==> src/rtl/jet_pkg.sv <==
// shared types and constants for the julia escape-time block
`timescale 1ns / 1ps
package jet_pkg;
  localparam int CFG_AW = 5;

  localparam logic [2:0] REG_CENTER_RE = 3'd0;
  localparam logic [2:0] REG_CENTER_IM = 3'd1;
  localparam logic [2:0] REG_PLANE_W   = 3'd2;
  localparam logic [2:0] REG_PLANE_H   = 3'd3;
  localparam logic [2:0] REG_COLS      = 3'd4;
  localparam logic [2:0] REG_ROWS      = 3'd5;
  localparam logic [2:0] REG_SEED_RE   = 3'd6;
  localparam logic [2:0] REG_SEED_IM   = 3'd7;

  // one divider cell's running state
  typedef struct packed {
    logic        neg;
    logic [44:0] rem;
    logic [44:0] quo;
  } div_slot_t;

  function automatic logic signed [31:0] sat32(input logic signed [65:0] v);
    logic signed [31:0] r;
    r = v[31:0];
    if (v > 66'sd2147483647) r = 32'sh7fffffff;
    else if (v < -66'sd2147483648) r = 32'sh80000000;
    return r;
  endfunction
endpackage

==> src/rtl/jet_div_cell.sv <==
// one restoring-division cell: takes a slot, produces one quotient bit
`timescale 1ns / 1ps
module jet_div_cell (
  input  logic                    clk,
  input  logic [27:0]             divisor,
  input  jet_pkg::div_slot_t      slot_in,
  input  logic                    num_bit,
  output jet_pkg::div_slot_t      slot_out
);
  import jet_pkg::*;
  div_slot_t  slot_r;
  logic [45:0] trial;
  logic [44:0] shifted;

  always_comb begin
    shifted = {slot_in.rem[43:0], num_bit};
    trial   = {1'b0, shifted} - {18'd0, divisor};
  end

  always_ff @(posedge clk) begin
    slot_r.neg <= slot_in.neg;
    slot_r.quo <= {slot_in.quo[43:0], ~trial[45]};
    slot_r.rem <= trial[45] ? shifted : trial[44:0];
  end

  assign slot_out = slot_r;
endmodule

==> config.mk <==
export PLATFORM = sky130hd
export DESIGN_NAME = jet_div_cell
export DESIGN_NICKNAME = d
export VERILOG_FILES = /design/src/rtl/jet_pkg.sv /design/src/rtl/jet_div_cell.sv
export SDC_FILE = /design/constraint.sdc
export NUM_CORES = 1
export LEC_CHECK = 0
export BUFFER_PORTS_ARGS = -buffer_cell sky130_fd_sc_hd__buf_4
export CAP_MARGIN = 20
export CORE_MARGIN = 1.5
export CORE_UTILIZATION = 45
export DETAILED_ROUTE_END_ITERATION = 10
export GPL_TIMING_DRIVEN = 0
export PLACE_DENSITY = 0.79
export SYNTH_ARGS = -nofsm -noshare
export SYNTH_HDL_FRONTEND = slang
export SYNTH_SLANG_ARGS = --single-unit
export TNS_END_PERCENT = 30
==> constraint.sdc <==
create_clock -name clk -period 4.1 [get_ports clk]
set_clock_uncertainty 0.05 [all_clocks]
set_input_delay 0.41 -clock clk [delete_from_list [all_inputs] [get_ports clk]]
set_output_delay 0.41 -clock clk [all_outputs]
set_load 0.05 [all_outputs]
==> impl_metrics.tcl <==
set metrics [dict create \
    status "finished clean" \
    wl_per_cell_um 14.8 \
    synth_fa_ha_area_share_pct 8.67 \
    syn_avg_cell_area_um2 8.97 \
    period_share_pct 69.2 \
    multiInputGateArea_um2 2240 \
    layout_setup_ws_ns 1.26 \
    pin_count 212 \
    ys_warn_count 0 \
    synth_fp_nets 626 \
    cp_slowest_stage_delay_ns 0.54 \
    first_pass_iters 4 \
    layout-drive-gt1-share_pct 35.5 \
    first_global_vias 3961 \
    hold_viol_final 0 \
    dpl.cell_count 814 \
    initial_utilization_pct 46.2 \
    post_cts_buffers 0 \
    cts_buffer_depth 2 \
    synth_compound_area_share_pct 17.8 \
    ys_ff_latch 91 \
    io_buffers 209 \
    yosys.area_share.xor_xnor_pct 8.58 \
    cts-resized-gates 0 \
    leakagePower_uw 0.00300 \
    cp.required_ns 4.33 \
    cap_violations 0 \
    fp.dieH_um 100 \
    overflow 0 \
    critPathMaxFanout 3 \
    synth_top_cell_by_area "dfxtp_1" \
    worstPathCellList "buf_4 -> inv_1 -> ha_1 -> fa_1 -> nor2b_1 -> o2111ai_1 -> nand2_1 -> a21boi_0 -> o41ai_1 -> nand3_1 -> o211ai_1 -> xnor2_1" \
    n_antenna_cell 0 \
    tightest_slew_ns 0.702 \
    synth_cells 476 \
    grt_max_degree 20 \
    place.gp.congestion 0.936 \
    period_needed_ns 2.84 \
    grt_pass1_wl_mm 19.2 \
    mostFrequentLayoutCells "buf_4, dfxtp_1, a21oi_1, nor2_1, inv_1" \
    cts.root.buffer_cell "clkbuf_8" \
    arrival_ns 3.07 \
    crit_end "slot_out[79]" \
    synth-edff-count 0 \
    vias_per_cell 5.03 \
    crit_path_end_kind "flip-flop" \
    cts_buffers 9 \
    final_common_cell "buf_4" \
    seqCellArea_um2 1820 \
    synth_top_area_share_pct 42.6 \
    drc 0 \
    maxSlewViolCount 0 \
    n_fill_cell 759 \
    relSlewSlack_pct 52.9 \
    dr.first_iter.drc_count 191 \
    area_growth_pct 45.2 \
    cts_tree "yes" \
    pre_cts_ws_ns 0.911 \
    power_per_cell_area_nw_per_um2 412 \
    setup-violations-final 0 \
    crit_path_start "num_bit" \
    ir_drop_mv 0.216 \
    setup-tns-final_ns 0 \
    cpMaxStageDelayCell "o41ai_1" \
    yosysSeqAreaShare_pct 42.6 \
    synth_top_family_by_area "compound AO/OA/AOI/OAI gates" \
    async_flop_share_pct 0 \
    netlist_top_cells_area "dfxtp_1, ha_1, a21oi_1, xnor2_1, nor2_1" \
    hp-class "in2reg" \
    startpoint_type "input port" \
    largest_reg_flops 91 \
    h-tree-depth 3 \
    ant_nets 0 \
    routed_wl_mm 12.3 \
    ys_types 61 \
    vias 4179 \
    synthMuxAreaShare_pct 0.527 \
    cts_num_sinks 91 \
    clk_pin_slew_worst_paths_ns 0.10 \
    grt_usage_pct 24.0 \
    dpl_cell_area_um2 6000 \
    holdWs_ns 0.0948 \
    fp.coreArea_um2 9240 \
    synthFlopType "dfxtp_1" \
    synthSimpleGateAreaFrac_pct 16.8 \
    crit_type "in2reg" \
    num-nets-final 846 \
    antenna_found_initial 0 \
    num_rows 35 \
    max_freq_mhz 352 \
    rsz0062_at_grt "no" \
    stdcell_area_um2 6200 \
    die_area_um2 10100 \
    die_w_um 100 \
    syn-cell-area_um2 4270 \
    holdBufCountCts 0 \
    dp_hpwl_mm 9.98 \
    layoutNonFillerInstCount 830 \
]
[per-layer routing]
metal | part of all wire, % | track usage [%]
met2 | 52 | 44.0
met4 | 1.4 | 5.96
met1 | 40 | 28.5
met5 | 0 | 0
met3 | 6.4 | 5.29
[worst max-delay path: cells and delay by family]
family / cells / cell delay (ns)
compound gates: 4 / 1.18
fa+ha+maj: 2 / 0.59
simple gates: 3 / 0.58
xor+xnor: 1 / 0.15
buf+inv: 2 / 0.14
[synthesized netlist by cell type, types with 2 or more instances]
library cell / instances
nand3b_1: 2
a31oi_1: 2
o41ai_1: 3
o21bai_1: 3
nand4b_1: 2
a211oi_1: 4
xor2_1: 17
or2_2: 2
nor2b_1: 3
and2_1: 2
buf_2: 6
nand4_1: 5
nor2_1: 45
o211ai_1: 9
inv_1: 36
or3_1: 4
o21ai_0: 14
o21a_1: 2
nor3_1: 13
dfxtp_1: 91
nor4_1: 5
clkbuf_2: 2
ha_1: 28
xnor2_1: 23
nand2b_1: 4
nand2_1: 33
clkbuf_1: 4
and3_1: 6
or4_1: 3
a221oi_1: 2
a21oi_1: 52
mux2_2: 2
nand3_1: 9
a21o_1: 11
[power breakdown]
part	switching, µW	internal [µW]
combinational	602	332
sequential	27.2	982
clock	368	245
[final cells by class]
class | count | share of cell area (%)
clock buffers | 9 | 2.00
inverters | 37 | 2.24
multi-input cells | 334 | 36.1
plain buffers | 14 | 1.19
flip-flops and latches | 91 | 29.4
repair buffers | 209 | 25.3
clock inverters | 7 | 1.23
well taps | 129 | 2.60
[per-stage QoR]
step / total power, µW / util, %
after floorplan: 1640 / -
after global placement: 1950 / 65.0
after detailed placement: 1960 / 65.0
after CTS: 2570 / 67.1
after global routing: 2680 / 67.1
final: 2560 / 67.1
[worst min path at each step]
stage | from | endpoint | slack (ns) | depth (start not counted)
2_1_floorplan | slot_in[9] | slot_out[10] | 0.39 | 0
3_3_place_gp | slot_in[23] | slot_out[24] | 0.46 | 1
3_5_place_dp | slot_in[24] | slot_out[25] | 0.47 | 1
4_1_cts | slot_in[24] | slot_out[25] | 0.08 | 1
5_1_grt | slot_in[6] | slot_out[7] | 0.06 | 1
6_report | slot_in[22] | slot_out[23] | 0.09 | 1
[cells by family after synthesis]
family / Yosys count
buffers and inverters: 51
AND/OR/NAND/NOR: 144
AO/OA/AOI/OAI: 118
adder cells (fa/ha/maj): 29
multiplexers: 2
XOR/XNOR: 41
flip-flops: 91
No activity file was read; power rests on OpenSTA's default activity.
